`config.mk`:
```
export PLATFORM = sky130hd
export DESIGN_NAME = ppp_div_cell
export DESIGN_NICKNAME = d
export VERILOG_FILES = /design/src/rtl/point_plane_projection_2d_defines.svh /design/src/rtl/ppp_pkg.sv /design/src/rtl/ppp_div_cell.sv
export SDC_FILE = /design/constraint.sdc
export NUM_CORES = 1
export LEC_CHECK = 0
export BUFFER_PORTS_ARGS = -buffer_cell sky130_fd_sc_hd__buf_2
export CORE_AREA = 2 2 309 311
export CTS_BUF_LIST = sky130_fd_sc_hd__clkbuf_16
export CTS_CLUSTER_SIZE = 30
export DETAILED_ROUTE_END_ITERATION = 16
export DIE_AREA = 0 0 311 313
export PLACE_DENSITY_LB_ADDON = 0.25
export SETUP_SLACK_MARGIN = 0.02
export SYNTH_ARGS = -nofsm -noshare
export SYNTH_HDL_FRONTEND = slang
export SYNTH_SLANG_ARGS = --single-unit
```
`constraint.sdc`:
```
create_clock -name i_clk -period 12.9 [get_ports i_clk]
set_input_delay 2.58 -clock i_clk [delete_from_list [all_inputs] [get_ports i_clk]]
set_output_delay 2.58 -clock i_clk [all_outputs]
set_load 0.01 [all_outputs]
```
`src/rtl/point_plane_projection_2d_defines.svh`:
```
// Assertion macros for the point-to-plane projection RTL.
// No dependencies; included by the top level, which carries the assertions.
`ifndef POINT_PLANE_PROJECTION_2D_DEFINES_SVH
`define POINT_PLANE_PROJECTION_2D_DEFINES_SVH
`ifndef ASSERT_OFF
`define PPP_ASSERT(lbl, prop) \
    lbl: assert property (@(posedge i_clk) disable iff (!i_rst_n) (prop)) \
        else $error("%m: assertion failed");
`define PPP_ASSERT_IMPL(lbl, ante, cons) \
    lbl: assert property (@(posedge i_clk) disable iff (!i_rst_n) (ante) |-> (cons)) \
        else $error("%m: implication failed");
`else
`define PPP_ASSERT(lbl, prop)
`define PPP_ASSERT_IMPL(lbl, ante, cons)
`endif
`endif

```
`src/rtl/ppp_pkg.sv`:
```
// Widths, constants and pipeline payload types of the point-to-plane projection.
// No dependencies; used by every other file of the block except the defines header.
package ppp_pkg;

    localparam int W      = 32;
    localparam int DIFF_W = W + 1;          // magnitude of a coordinate difference
    localparam int NM_W   = 2 * W;          // numerator magnitude
    localparam int H2_W   = 2 * DIFF_W + 1; // squared length of d
    localparam int S_W    = 2 * W;          // nx^2 + ny^2
    localparam int DVD_W  = 2 * W + 1;      // quotient bits to produce
    localparam int REM_W  = S_W - 1;        // division remainder, always below s
    localparam int RAD_W  = H2_W + 1;       // radicand, even number of bits
    localparam int ROOT_W = RAD_W / 2;
    localparam int SREM_W = ROOT_W + 3;
    localparam int N_DIV  = DVD_W;
    localparam int N_SQRT = ROOT_W;

    typedef struct packed {
        logic         degen;
        logic         sn;
        logic [W-1:0] px;
        logic [W-1:0] py;
    } t_side;

    typedef struct packed {
        logic            vld;
        t_side           side;
        logic [H2_W-1:0] h2;
        logic [S_W-1:0]  s;
        logic [REM_W-1:0] rem;
        logic [DVD_W-1:0] dvd;
        logic [DVD_W-1:0] quo;
    } t_div;

    typedef struct packed {
        logic              vld;
        t_side             side;
        logic [RAD_W-1:0]  rad_a;
        logic [RAD_W-1:0]  rad_b;
        logic [SREM_W-1:0] rem_a;
        logic [SREM_W-1:0] rem_b;
        logic [ROOT_W-1:0] root_a;
        logic [ROOT_W-1:0] root_b;
    } t_sqr;

endpackage

```
`src/rtl/ppp_div_cell.sv`:
```
// One restoring division step: a single quotient bit per cell, registered.
// Depends on ppp_pkg.
module ppp_div_cell import ppp_pkg::*; (
    input  logic i_clk,
    input  logic i_rst_n,
    input  logic i_en,
    input  t_div i_d,
    output t_div o_d
);
    logic [S_W-1:0] trial;
    logic           ge;
    t_div           n_d;
    t_div           r_d;

    always_comb begin
        trial = {i_d.rem, i_d.dvd[DVD_W-1]};
        ge    = (trial >= i_d.s);
        n_d   = i_d;
        // When the step fails the trial is below s, so its top bit is clear.
        n_d.rem = ge ? REM_W'(trial - i_d.s) : trial[REM_W-1:0];
        n_d.dvd = {i_d.dvd[DVD_W-2:0], 1'b0};
        n_d.quo = {i_d.quo[DVD_W-2:0], ge};
    end

    always_ff @(posedge i_clk) begin
        if (!i_rst_n) begin
            r_d.vld <= 1'b0;
        end else if (i_en) begin
            r_d <= n_d;
        end
    end

    assign o_d = r_d;
endmodule

```
==> metrics.cfg <==
[final_layout]
largest_register_ffs=390
final_cell_area_mm2=0.02334
fillers=10130
nets=2398
layout_common_cells=782 x buf_2, 389 x edfxtp_1, 113 x nand2_1
final_layout_size_suffix_gt1_share_pct=44.52
syn_to_final_growth_pct=42.35
layout_commonest_cell=buf_2

[worst_setup_path]
crit_required_ps=13230
crit_arrival_ps=7300
crit_fanout=56
worstSetupPathType=in2reg
cp_common_cell=buf_4
cp-end-kind=flop
crit_path_max_incr_delay_ps=580
cp_slowest_cell=buf_4
worstSetupStartpointType=primary input
critPathBufInv=4
reg2reg_from=o_d[390]
cp-startpoint=i_d[193]
crit_chain=buf_2 > ha_1 > fa_1 > nor2b_1 > o2111ai_2 > a21oi_2 > o211ai_1 > a21boi_0 > o311a_1 > a211oi_4 > buf_4 > buf_4 > inv_2 > mux2_2
path_delay_family=compound AO/OA/AOI/OAI gates

[timing]
layout_min_cycle_time_ps=6963
grt_setup_unrepaired=no
drv_slew=0
fin_skew_ps=0
hold_viol_final=0
tns_ps=0
fin_crit_sh_pct=53.98
max_freq_mhz=143.6
setup_ws_ps=5937
worst_pin_slew_ps=1076
setup_viol=0
maxSlewHeadroom_pct=28.24

[yosys]
synth_edf_count=389
synth_cells=1139
yosysTopAreaCell=edfxtp_1
ys_async_sr_fraction_pct=0
synth.top_cells.by_area=edfxtp_1 71%, ha_1 4.9%, nand2_1 2.6%, o21ai_0 2.5%, a21o_1 2.1%
yosys_warnings=0
ys_seq_area_share_pct=71.35
synth_cell_types=64
synth_fp_nets=1598
synth.top_cell.area_share_pct=71.23
ys_ff_latch=390
postSynthAreaPerCell_um2=14.40
synthFlopType=edfxtp_1
syn-cell-area_mm2=0.01640

[grt]
overflow=0
track_usage_pct=14.99
grt_max_degree=84
antenna_found_initial=43
grt_pass1_wl_um=103600
grt_pass1_vias=13240

[clock_tree]
postCtsSetupBuffers=0
ctsHoldBuffers=0
numCtsBuffers=49
cts.clk_slew.worst_paths_ps=50
tritoncts=done
cts.path.max_buffers=3
clk_root_buffer_cell=clkbuf_16
htreeDepth=2
cts.sinks=390
clkLatencyLatePin_ps=620
cts_resized=0

[min_path]
hp-start=o_d[390]
min_path_type=reg2reg

[floorplanning]
num_rows=113
core_mm2=0.09416
die_y_um=313
initial_core_util_pct=17.42
ios=785
dieArea_mm2=0.09734
fp.dieW_um=311

[placed_design]
dpl_worst_slack_ps=5145
place.port_buffers=782
gp_congestion=0.9276
dpl-instance-area_mm2=0.02177
place_hpwl_um=62920

[detailed_routing]
routedWlPerCell_um=23.48
dr.pass1.iters=5
vias=12910
drc=0
drtAntennaViolNets=0
vias_per_cell=3.980
drtIter0Drc=855
routed_wl_um=76160

[run_status]
status=finished, final reports clean

[power_and_ir_drop]
irDropWorstVdd_mv=0.07726
leakagePower_nw=9.860
power_density_mw_per_mm2=146.3

[job]
max-cap-violations=0

==> worst reg2reg max path, delay by kind of cell, from the launching register on <==
kind             cells  cell delay (ps)
DFF                  1              310
and+or+nand+nor      1               60
muxes                1              120
==> power by group <==
group	switching [W]	leakage, nW	total, W	internal [W]
clock network	0.000564	0.801	0.00135	0.000790
registers	0.0000240	3.65	0.00153	0.00151
logic	0.000335	5.41	0.000533	0.000197
==> metal layers <==
layer / wire length, um / up-vias / GRT usage, %
met2: 37850 / 558 / 26.21
met4: 1236 / 38 / 2.931
met3: 8173 / 122 / 7.285
met1: 28650 / 6304 / 16.50
li1: - / 5885 / -
met5: 252 / - / 0
==> per-stage QoR <==
stage / util (%) / power, W / hold slack [ps] / instances
2_1_floorplan: - / 0.001840 / 538.3 / 1139
3_3_place_gp: 23.12 / 0.002096 / 500.7 / 3153
3_5_place_dp: 23.12 / 0.002098 / 529.5 / 3153
4_1_cts: 24.78 / 0.003484 / 539.0 / 3237
5_1_grt: 24.78 / 0.003574 / 631.9 / 3240
6_report: 24.79 / 0.003416 / 533.2 / 3243
==> cell usage after synthesis (7+ instances only) <==
master / instances
and3_1: 7
o211ai_1: 7
clkbuf_1: 26
o21ai_0: 81
inv_1: 74
nand2_1: 113
nand4_1: 18
buf_2: 11
o21bai_1: 12
a21o_1: 46
edfxtp_1: 389
nand3_1: 10
ha_1: 64
a21oi_1: 62
nand2b_1: 7
nor2_1: 35
xnor2_1: 31
xor2_1: 25
o21ai_1: 10
a31oi_1: 9
nor3_1: 7
a211oi_1: 8
==> path summary, 6_finish.rpt <==
kind	slack [ps]	cells after the start	end
max reg2reg	12310	2	o_d[390]
max	5940	14	o_d[153]
min reg2reg	530	2	o_d[390]
min	530	2	o_d[390]
==> layout make-up <==
class	count	area [um2]	share of cell area (%)
Antenna cell	6	15.01	0.06432
Clock buffer	49	1226	5.252
Clock inverter	35	332.8	1.426
Inverter	75	281.5	1.206
Multi-Input combinational cell	632	4224	18.09
Sequential cell	390	11700	50.12
Tap cell	1265	1583	6.780
Timing Repair Buffer	791	3981	17.05
==> cells by family after synthesis <==
kind of cell	after synthesis	share of synthesized area [%]
DFF	390	71.35
AOI/OAI and AO/OA	284	11.24
and+or+nand+nor	221	6.149
buffers and inverters	117	2.907
adders and majority gates	65	5.005
xor gates and xnor gates	56	2.991
muxes	5	0.3357
other	1	0.02287
Note: power is estimated with default switching activity, not from simulation.
