$ cat config.mk
export PLATFORM = sky130hd
export DESIGN_NAME = ppp_sqrt_cell
export DESIGN_NICKNAME = d
export VERILOG_FILES = /design/src/rtl/point_plane_projection_2d_defines.svh /design/src/rtl/ppp_pkg.sv /design/src/rtl/ppp_sqrt_cell.sv
export SDC_FILE = /design/constraint.sdc
export NUM_CORES = 1
export LEC_CHECK = 0
export ABC_AREA = 1
export BUFFER_PORTS_ARGS = -buffer_cell sky130_fd_sc_hd__buf_4
export CAP_MARGIN = 20
export CELL_PAD_IN_SITES_DETAIL_PLACEMENT = 1
export CELL_PAD_IN_SITES_GLOBAL_PLACEMENT = 2
export CORE_AREA = 2 2 268 270
export DETAILED_ROUTE_END_ITERATION = 6
export DIE_AREA = 0 0 270 272
export PLACE_DENSITY = 0.8
export SETUP_SLACK_MARGIN = 0.1
export SKIP_LAST_GASP = 1
export SYNTH_ARGS = -nofsm -noshare
export SYNTH_HDL_FRONTEND = slang
export SYNTH_SLANG_ARGS = --single-unit
$ cat constraint.sdc
create_clock -name i_clk -period 7.6 [get_ports i_clk]
set_clock_uncertainty 0.1 [all_clocks]
set_input_delay 0.38 -clock i_clk [delete_from_list [all_inputs] [get_ports i_clk]]
set_output_delay 0.38 -clock i_clk [all_outputs]
set_load 0.01 [all_outputs]
$ cat src/rtl/point_plane_projection_2d_defines.svh
// Assertion macros for the point-to-plane projection RTL.
// No dependencies; included by the top level, which carries the assertions.
`ifndef POINT_PLANE_PROJECTION_2D_DEFINES_SVH
`define POINT_PLANE_PROJECTION_2D_DEFINES_SVH
`ifndef ASSERT_OFF
`define PPP_ASSERT(lbl, prop) \
    lbl: assert property (@(posedge i_clk) disable iff (!i_rst_n) (prop)) \
        else $error("%m: assertion failed");
`define PPP_ASSERT_IMPL(lbl, ante, cons) \
    lbl: assert property (@(posedge i_clk) disable iff (!i_rst_n) (ante) |-> (cons)) \
        else $error("%m: implication failed");
`else
`define PPP_ASSERT(lbl, prop)
`define PPP_ASSERT_IMPL(lbl, ante, cons)
`endif
`endif

$ cat src/rtl/ppp_pkg.sv
// Widths, constants and pipeline payload types of the point-to-plane projection.
// No dependencies; used by every other file of the block except the defines header.
package ppp_pkg;

    localparam int W      = 32;
    localparam int DIFF_W = W + 1;          // magnitude of a coordinate difference
    localparam int NM_W   = 2 * W;          // numerator magnitude
    localparam int H2_W   = 2 * DIFF_W + 1; // squared length of d
    localparam int S_W    = 2 * W;          // nx^2 + ny^2
    localparam int DVD_W  = 2 * W + 1;      // quotient bits to produce
    localparam int REM_W  = S_W - 1;        // division remainder, always below s
    localparam int RAD_W  = H2_W + 1;       // radicand, even number of bits
    localparam int ROOT_W = RAD_W / 2;
    localparam int SREM_W = ROOT_W + 3;
    localparam int N_DIV  = DVD_W;
    localparam int N_SQRT = ROOT_W;

    typedef struct packed {
        logic         degen;
        logic         sn;
        logic [W-1:0] px;
        logic [W-1:0] py;
    } t_side;

    typedef struct packed {
        logic            vld;
        t_side           side;
        logic [H2_W-1:0] h2;
        logic [S_W-1:0]  s;
        logic [REM_W-1:0] rem;
        logic [DVD_W-1:0] dvd;
        logic [DVD_W-1:0] quo;
    } t_div;

    typedef struct packed {
        logic              vld;
        t_side             side;
        logic [RAD_W-1:0]  rad_a;
        logic [RAD_W-1:0]  rad_b;
        logic [SREM_W-1:0] rem_a;
        logic [SREM_W-1:0] rem_b;
        logic [ROOT_W-1:0] root_a;
        logic [ROOT_W-1:0] root_b;
    } t_sqr;

endpackage

$ cat src/rtl/ppp_sqrt_cell.sv
// One digit step of two integer square roots side by side, registered.
// Depends on ppp_pkg.
module ppp_sqrt_cell import ppp_pkg::*; (
    input  logic i_clk,
    input  logic i_rst_n,
    input  logic i_en,
    input  t_sqr i_d,
    output t_sqr o_d
);
    logic [SREM_W-1:0] sh_a, sh_b, tr_a, tr_b;
    logic              ge_a, ge_b;
    t_sqr              n_d;
    t_sqr              r_d;

    always_comb begin
        sh_a = {i_d.rem_a[SREM_W-3:0], i_d.rad_a[RAD_W-1:RAD_W-2]};
        sh_b = {i_d.rem_b[SREM_W-3:0], i_d.rad_b[RAD_W-1:RAD_W-2]};
        tr_a = SREM_W'({i_d.root_a, 2'b01});
        tr_b = SREM_W'({i_d.root_b, 2'b01});
        ge_a = (sh_a >= tr_a);
        ge_b = (sh_b >= tr_b);
        n_d        = i_d;
        n_d.rad_a  = {i_d.rad_a[RAD_W-3:0], 2'b00};
        n_d.rad_b  = {i_d.rad_b[RAD_W-3:0], 2'b00};
        n_d.rem_a  = ge_a ? sh_a - tr_a : sh_a;
        n_d.rem_b  = ge_b ? sh_b - tr_b : sh_b;
        n_d.root_a = {i_d.root_a[ROOT_W-2:0], ge_a};
        n_d.root_b = {i_d.root_b[ROOT_W-2:0], ge_b};
    end

    always_ff @(posedge i_clk) begin
        if (!i_rst_n) begin
            r_d.vld <= 1'b0;
        end else if (i_en) begin
            r_d <= n_d;
        end
    end

    assign o_d = r_d;
endmodule

==> results_dict.tcl, run 1 <==
set metrics [dict create \
    status "finished, final reports clean" \
    startpoint_type "input pin" \
    nets 3251 \
    synth_top_area_cell "edfxtp_1" \
    p_leak_nw 13.1 \
    die_h_um 272 \
    ys_ff_latch 341 \
    yosysSeqAreaShare 0.597 \
    crit_path_top_delay_cell "buf_4" \
    layout-drive-gt1-share 0.284 \
    clk_latency_ns 0.56 \
    synthFlopType "edfxtp_1" \
    drt_pass1_iterations 5 \
    worstRegToRegCells 3 \
    r2r-end "o_d[344]" \
    fp-row-count 98 \
    rsz0062_at_grt "false" \
    place_ws_ns 4.26 \
    h-tree-depth 2 \
    grt_max_degree 174 \
    switching_power_mw 1.62 \
    totalWireLength_mm 78.7 \
    wire_per_inst_um 20.6 \
    drc 0 \
    critPathCaptureType "register" \
    critPathLaunch "i_en" \
    cp_num_cells 6 \
    crit_arrival_ns 3.45 \
    viasPerCell 4.27 \
    grt_pass1_vias 17700 \
    syn2layout_area_growth_pct 64.0 \
    fin_crit_sh 0.443 \
    slew_headroom 0.306 \
    die_x_um 270 \
    syn_area_per_cell_um2 9.61 \
    netlist_top_cells_area "edfxtp_1 (60%), nand2_1 (14%), inv_1 (6.2%), ha_1 (5.3%), nor2_1 (3.0%)" \
    ios 693 \
    fin_ws_ns 4.23 \
    critPathRequiredTime_ns 7.69 \
    crit_chain "dlygate4sd3_1 -> buf_4 -> nand2_1 -> clkinvlp_4 -> buf_12 -> buf_4" \
    intPower_mw 4.07 \
    synth_cell_type_count 33 \
    crit_family "buffers and inverters" \
    slew_violations 0 \
    initial_core_util 0.242 \
    maxCapViolations 0 \
    ys_warn_count 0 \
    worstSetupPathType "in -> reg" \
    dp_hpwl_mm 59.2 \
    p_sw_frac 0.285 \
    overflow 0 \
    path_buf_inv 5 \
    dieArea_um2 73400 \
    netlist_instances 1785 \
    reg2reg_from "o_d[344]" \
    synth_edf_count 340 \
    cts_sinks 341 \
    largest_reg_flops 341 \
    syn_area_um2 17100 \
    numCtsBuffers 43 \
    tns_ns 0 \
    regToRegSetupSlack_ns 6.31 \
    clk_pin_slew_ns 0.06 \
    grt_pass1_wl_mm 115 \
    clock_path_buffers 3 \
    antenna_found_initial 17 \
    setup_viol 0 \
    grt_usage 0.208 \
    p_per_area_nw_per_um2 202 \
    drt_iter0_markers 957 \
    portBuffers 684 \
    slowest_delay_ns 0.83 \
    fillCellCount 8149 \
    cp_max_fo 173 \
    min_period_ns 3.37 \
    hold_class "in -> reg" \
    pwr-share-clk 0.374 \
    cts.repair.resized 0 \
    async_flop_share 0 \
    cts_tree "built" \
    path_common_cell "buf_4" \
    ir_drop_v 0.000145 \
    power_frac_seq 0.405 \
    core-area_um2 70800 \
    ant_nets 0 \
    p_comb_frac 0.222 \
    clock.fmax_ghz 0.297 \
    place.gp.congestion 1.00 \
    num_vias 16300 \
    yosysTopAreaCellShare 0.595 \
    endpoint "o_d[307]" \
    worst_pin_slew_ns 1.04 \
    finalHoldViolCount 0 \
    cts_root_buf "clkbuf_16" \
]
==> cell usage after synthesis (2+ instances only) <==
master	count
nor3_2	2
nand2_2	16
buf_2	5
and2_1	2
inv_2	2
xor2_1	36
a21oi_1	50
buf_8	3
nor2_1	137
nand3_1	58
ha_1	72
a31oi_1	2
nand3_2	22
nor3_1	15
buf_4	9
o21bai_1	6
o21ai_0	17
nor2_4	3
nand4_1	10
buf_12	2
inv_1	284
nor2_2	10
edfxtp_1	340
xnor2_1	2
nand3b_1	20
nand2_1	653
==> logic make-up after synthesis <==
kind of cell               Yosys count  share of synthesized area
xor gates and xnor gates            38                     0.0194
AOI/OAI and AO/OA                   77                     0.0238
other                                1                   0.000219
adders and majority gates           72                     0.0525
buffers and inverters              307                     0.0740
DFF                                341                      0.597
and+or+nand+nor                    949                      0.233
==> cells in the final DEF (no fill, tap or decap), types with 4 or more instances in the layout <==
| master | n |
|---|---|
| ha_1 | 72 |
| clkbuf_16 | 43 |
| clkinv_4 | 4 |
| dlygate4sd3_1 | 330 |
| buf_4 | 687 |
| inv_1 | 283 |
| edfxtp_1 | 340 |
| xor2_1 | 36 |
| o21ai_0 | 17 |
| nand3_1 | 58 |
| clkinvlp_4 | 5 |
| a21oi_1 | 50 |
| bufinv_16 | 6 |
| nand2_2 | 16 |
| nand3_2 | 22 |
| conb_1 | 4 |
| nor2_1 | 137 |
| diode_2 | 11 |
| o21bai_1 | 6 |
| clkinv_2 | 7 |
| nand4_1 | 10 |
| nand3b_1 | 20 |
| nor3_1 | 15 |
| nand2_1 | 653 |
| nor2_2 | 10 |
| clkbuf_1 | 7 |
==> routing by layer <==
layer,track usage,up-vias,wire length [µm]
met2,0.356,499,38000
met5,0,-,72
met4,0.0577,12,1960
met1,0.258,7857,33700
li1,-,7853,-
met3,0.0525,116,4940
==> power by group through the flow <==
stage / Combinational, mW / Clock, mW / Sequential, mW
6_report: 1.26 / 2.13 / 2.30
5_1_grt: 1.37 / 2.25 / 2.32
4_1_cts: 1.26 / 2.19 / 2.30
3_5_place_dp: 1.10 / 0 / 2.34
3_3_place_gp: 1.09 / 0 / 2.33
2_1_floorplan: 0.464 / 0 / 2.41
==> cell type report <==
cell class	count	area, µm²	share of cell area
clock inverters	28	353	0.0125
repair buffers	1018	8480	0.302
diodes	11	27.5	0.000979
flip-flops and latches	341	10200	0.364
well taps	950	1190	0.0423
clock buffers	50	1100	0.0392
multi-input cells	1140	5660	0.201
inverters	287	1080	0.0385
==> worst min-delay path by stage <==
stage,slack [ns],start,endpoint,cells past startpoint
6_report,0.04,i_d[112],o_d[114],3
5_1_grt,0.02,i_d[117],o_d[119],3
4_1_cts,0.004,i_d[276],o_d[105],3
3_5_place_dp,0.44,o_d[344],o_d[344],2
3_3_place_gp,0.43,o_d[344],o_d[344],2
2_1_floorplan,0.37,i_en,o_d[344],1
==> tightest hold or removal path: stages <==
cell     delay, ns
buf_4         0.11
nand2_1       0.05
nand2_1       0.06
==> timing repair <==
action / 4_1_cts / 5_1_grt
hold buffers: 330 / 0
setup buffers: 0 / 0
hold endpoints to repair: 329 / 0
==> through the flow <==
stage | std cells | hold slack (ns) | util | cell area (µm²) | total power [mW]
2_1_floorplan | 1788 | 0.373 | - | 17200 | 2.88
3_3_place_gp | 3406 | 0.433 | 0.330 | 23300 | 3.42
3_5_place_dp | 3406 | 0.439 | 0.330 | 23300 | 3.44
4_1_cts | 3814 | 0.00448 | 0.397 | 28100 | 5.75
5_1_grt | 3824 | 0.0224 | 0.397 | 28100 | 5.94
6_report | 3825 | 0.0433 | 0.398 | 28100 | 5.69
No activity file was read; power rests on OpenSTA's default activity.
==> inputs of run 2 (changes only) <==
Settings changed: ABC_AREA 1 to 0, CORE_AREA 2 2 268 270 to 2 2 269 271, DIE_AREA 0 0 270 272 to 0 0 271 273, PLACE_DENSITY 0.8 to 0.67.
Clock period 7.6 ns to 3.1 ns, I/O delays scaled along.
==> run 2 against run 1 <==
Utilization fell by 1.4 points. Largest cell class unchanged. Via count is 15% lower. Clock power increased by 150%. Routed wire length is 13% lower. Final area fell by 3.3%. Final cell count decreased by 15%. Worst setup slack lost 4.1 ns. Non-clock buffer count increased by 108. Global-route usage down 2.9 points. Hold slack gained 0.039 ns. Combinational power up 140%. Sequential share of layout area rose by 1.2 points.
==> results_dict.tcl, run 2 <==
set metrics [dict create \
    totalWireLength_mm 68.8 \
    grt_max_degree 53 \
    min_period_ns 2.93 \
    antenna_found_initial 9 \
    crit_path_top_delay_cell "dlygate4sd3_1" \
    startpoint_type "input pin" \
    largest_reg_flops 341 \
    regArea_um2 10200 \
    ys_warn_count 0 \
    tns_ns 0 \
    drt_iter0_markers 541 \
    busiest_layer "met2" \
    ys_ff_latch 341 \
    p_leak_nw 11.6 \
    power_frac_seq 0.407 \
    switching_power_mw 3.70 \
    holdPathEnd "o_d[117]" \
    met1_usage 0.197 \
    status "finished, final reports clean" \
    num_vias 13800 \
    rsz0062_at_grt "true" \
    syn_area_per_cell_um2 13.5 \
    synth_edf_count 340 \
    intPower_mw 10.2 \
    cp_max_fo 28 \
    ant_nets 0 \
    holdPathStages 4 \
    synth_top_area_cell "edfxtp_1" \
    die_x_um 271 \
    setup_viol 0 \
    cts_tree "built" \
    ir_drop_v 0.000358 \
    wire_per_inst_um 21.2 \
    fp-row-count 98 \
    nets 2688 \
    p_sw_frac 0.266 \
    crit_arrival_ns 3.13 \
    worstSetupPathType "in -> reg" \
    fin_crit_sh 0.944 \
    critPathRequiredTime_ns 3.31 \
    gr-usage-met2 0.340 \
    synth_cell_type_count 67 \
    worstHoldStart "i_d[115]" \
    hold_class "in -> reg" \
    initial_core_util 0.214 \
    placed_cells 2829 \
    maxCapViolations 0 \
    netlist_top_cells_count "edfxtp_1 (340), nand2_1 (107), o21ai_0 (91)" \
    synthFlopType "edfxtp_1" \
    clock_path_buffers 3 \
    worst_pin_slew_ns 0.915 \
    netlist_instances 1122 \
    layout-drive-gt1-share 0.389 \
    die_h_um 273 \
    dieArea_um2 74000 \
    clock.fmax_ghz 0.342 \
    syn_area_um2 15200 \
    p_comb_frac 0.215 \
    synth.most_common_cell "edfxtp_1" \
    viasPerCell 4.24 \
    grt_pass1_wl_mm 100 \
    finalHoldViolCount 0 \
    grt_pass1_vias 15600 \
    h-tree-depth 2 \
    portBuffers 684 \
    layoutNonFillerInstCount 3253 \
    slowest_delay_ns 0.54 \
    final_core_util 0.383 \
    clk_latency_ns 0.56 \
    r2r-end "o_d[344]" \
    dp_hpwl_mm 50.6 \
    grt_usage 0.179 \
    slew_violations 0 \
    ios 693 \
    drt_pass1_iterations 4 \
    p_per_area_nw_per_um2 511 \
    cts_root_buf "clkbuf_16" \
    pwr-share-clk 0.378 \
    worstRegToRegCells 3 \
    reg2reg_from "o_d[344]" \
    fillCellCount 7673 \
    numCtsBuffers 43 \
    core-area_um2 71000 \
    yosysTopAreaCellShare 0.673 \
    overflow 0 \
    drc 0 \
    regToRegSetupSlack_ns 1.80 \
    crit_chain "dlygate4sd3_1 -> buf_4 -> ha_1 -> nand3_1 -> nor4_1 -> nand3_1 -> nor4_2 -> a2111oi_4 -> o21a_4 -> buf_12 -> o31a_1" \
    place.gp.congestion 0.860 \
    cts_sinks 341 \
    yosysSeqAreaShare 0.674 \
    multi_input_area_um2 4570 \
    critPathLaunch "i_d[111]" \
    final_common_cell "buf_4" \
    async_flop_share 0 \
    netlist_top_cells_area "edfxtp_1 (67%), ha_1 (5.9%), o21ai_0 (3.0%), nand2_1 (2.6%), inv_1 (2.2%)" \
    slew_headroom 0.390 \
    clk_pin_slew_ns 0.06 \
    syn2layout_area_growth_pct 79.4 \
    path_common_cell "nand3_1" \
    critPathCaptureType "register" \
    met3_usage 0.0473 \
    layout_common_cells "buf_4 (775), dlygate4sd3_1 (340), edfxtp_1 (340), nand2_1 (107), inv_1 (90)" \
]
-- run 2: cell count changes after synthesis, moves of 10 or more --
cell,change
a21o_1,+41
a21oi_1,+11
clkbuf_1,+11
inv_1,-194
nand2_1,-546
nand2_2,-16
nand3_1,-43
nand3_2,-22
nand3b_1,-18
nor2_1,-88
nor2_2,-10
o21ai_0,+74
xnor2_1,+28
-- run 2: kinds of logic after synthesis --
group | Yosys count | synth area share
AO/OA/AOI/OAI | 276 | 0.116
XOR/XNOR | 62 | 0.0358
adder cells (fa/ha/maj) | 72 | 0.0594
buffers and inverters | 118 | 0.0330
flip-flops | 341 | 0.674
multiplexers | 11 | 0.00800
other | 1 | 0.000247
AND/OR/NAND/NOR | 241 | 0.0732
-- run 2: worst max path at each step --
stage,endpoint,slack (ns),cells past startpoint
5_1_grt,o_d[85],0.05,13
2_1_floorplan,o_d[0],0.04,1
6_report,o_d[139],0.17,11
3_3_place_gp,o_d[89],-0.14,13
4_1_cts,o_d[139],0.10,14
3_5_place_dp,o_d[89],-0.12,13
-- run 2: area by class of cell --
class,instances,share of cell area
inverter,90,0.0124
clock buffer,49,0.0419
tap,950,0.0437
clock inverter,29,0.0117
timing repair buffer,1126,0.346
multi-input combinational,666,0.168
antenna,2,0.000184
sequential,341,0.376
-- run 2: power by group through the flow --
stage / sequential [mW] / combinational, mW / clock (mW)
3_3_place_gp: 5.74 / 2.53 / 0
5_1_grt: 5.69 / 3.22 / 5.57
6_report: 5.66 / 2.98 / 5.26
4_1_cts: 5.66 / 2.95 / 5.40
2_1_floorplan: 5.90 / 0.922 / 0
3_5_place_dp: 5.74 / 2.57 / 0
-- run 2: what timing repair did --
action | in CTS | in global routing
endpoints found under the setup margin | 0 | 66
hold buffers | 340 | 0
resized for setup | 0 | 31
buffers inserted | 0 | 4
hold endpoints to repair | 339 | 0
-- run 2: routing by layer --
metal,share of wire,vias up
met5,0.0012,-
li1,-,6446
met2,0.54,494
met3,0.066,91
met1,0.38,6762
met4,0.021,12
-- run 2: critical path: cells and delay by family --
family,cells,cell delay (ns)
and+or+nand+nor,4,1.11
buffers and inverters,3,0.85
AOI/OAI and AO/OA,3,0.61
adders and majority gates,1,0.40
-- run 2: stage by stage --
stage | worst slack [ns] | total power [mW] | hold slack (ns) | area, µm²
after floorplan | 0.0358 | 6.82 | 0.154 | 15200
after global placement | -0.140 | 8.27 | 0.233 | 22200
after global routing | 0.0494 | 14.5 | 0.108 | 27200
after detailed placement | -0.116 | 8.31 | 0.234 | 22200
after CTS | 0.104 | 14.0 | 0.0141 | 27000
final | 0.173 | 13.9 | 0.0827 | 27200
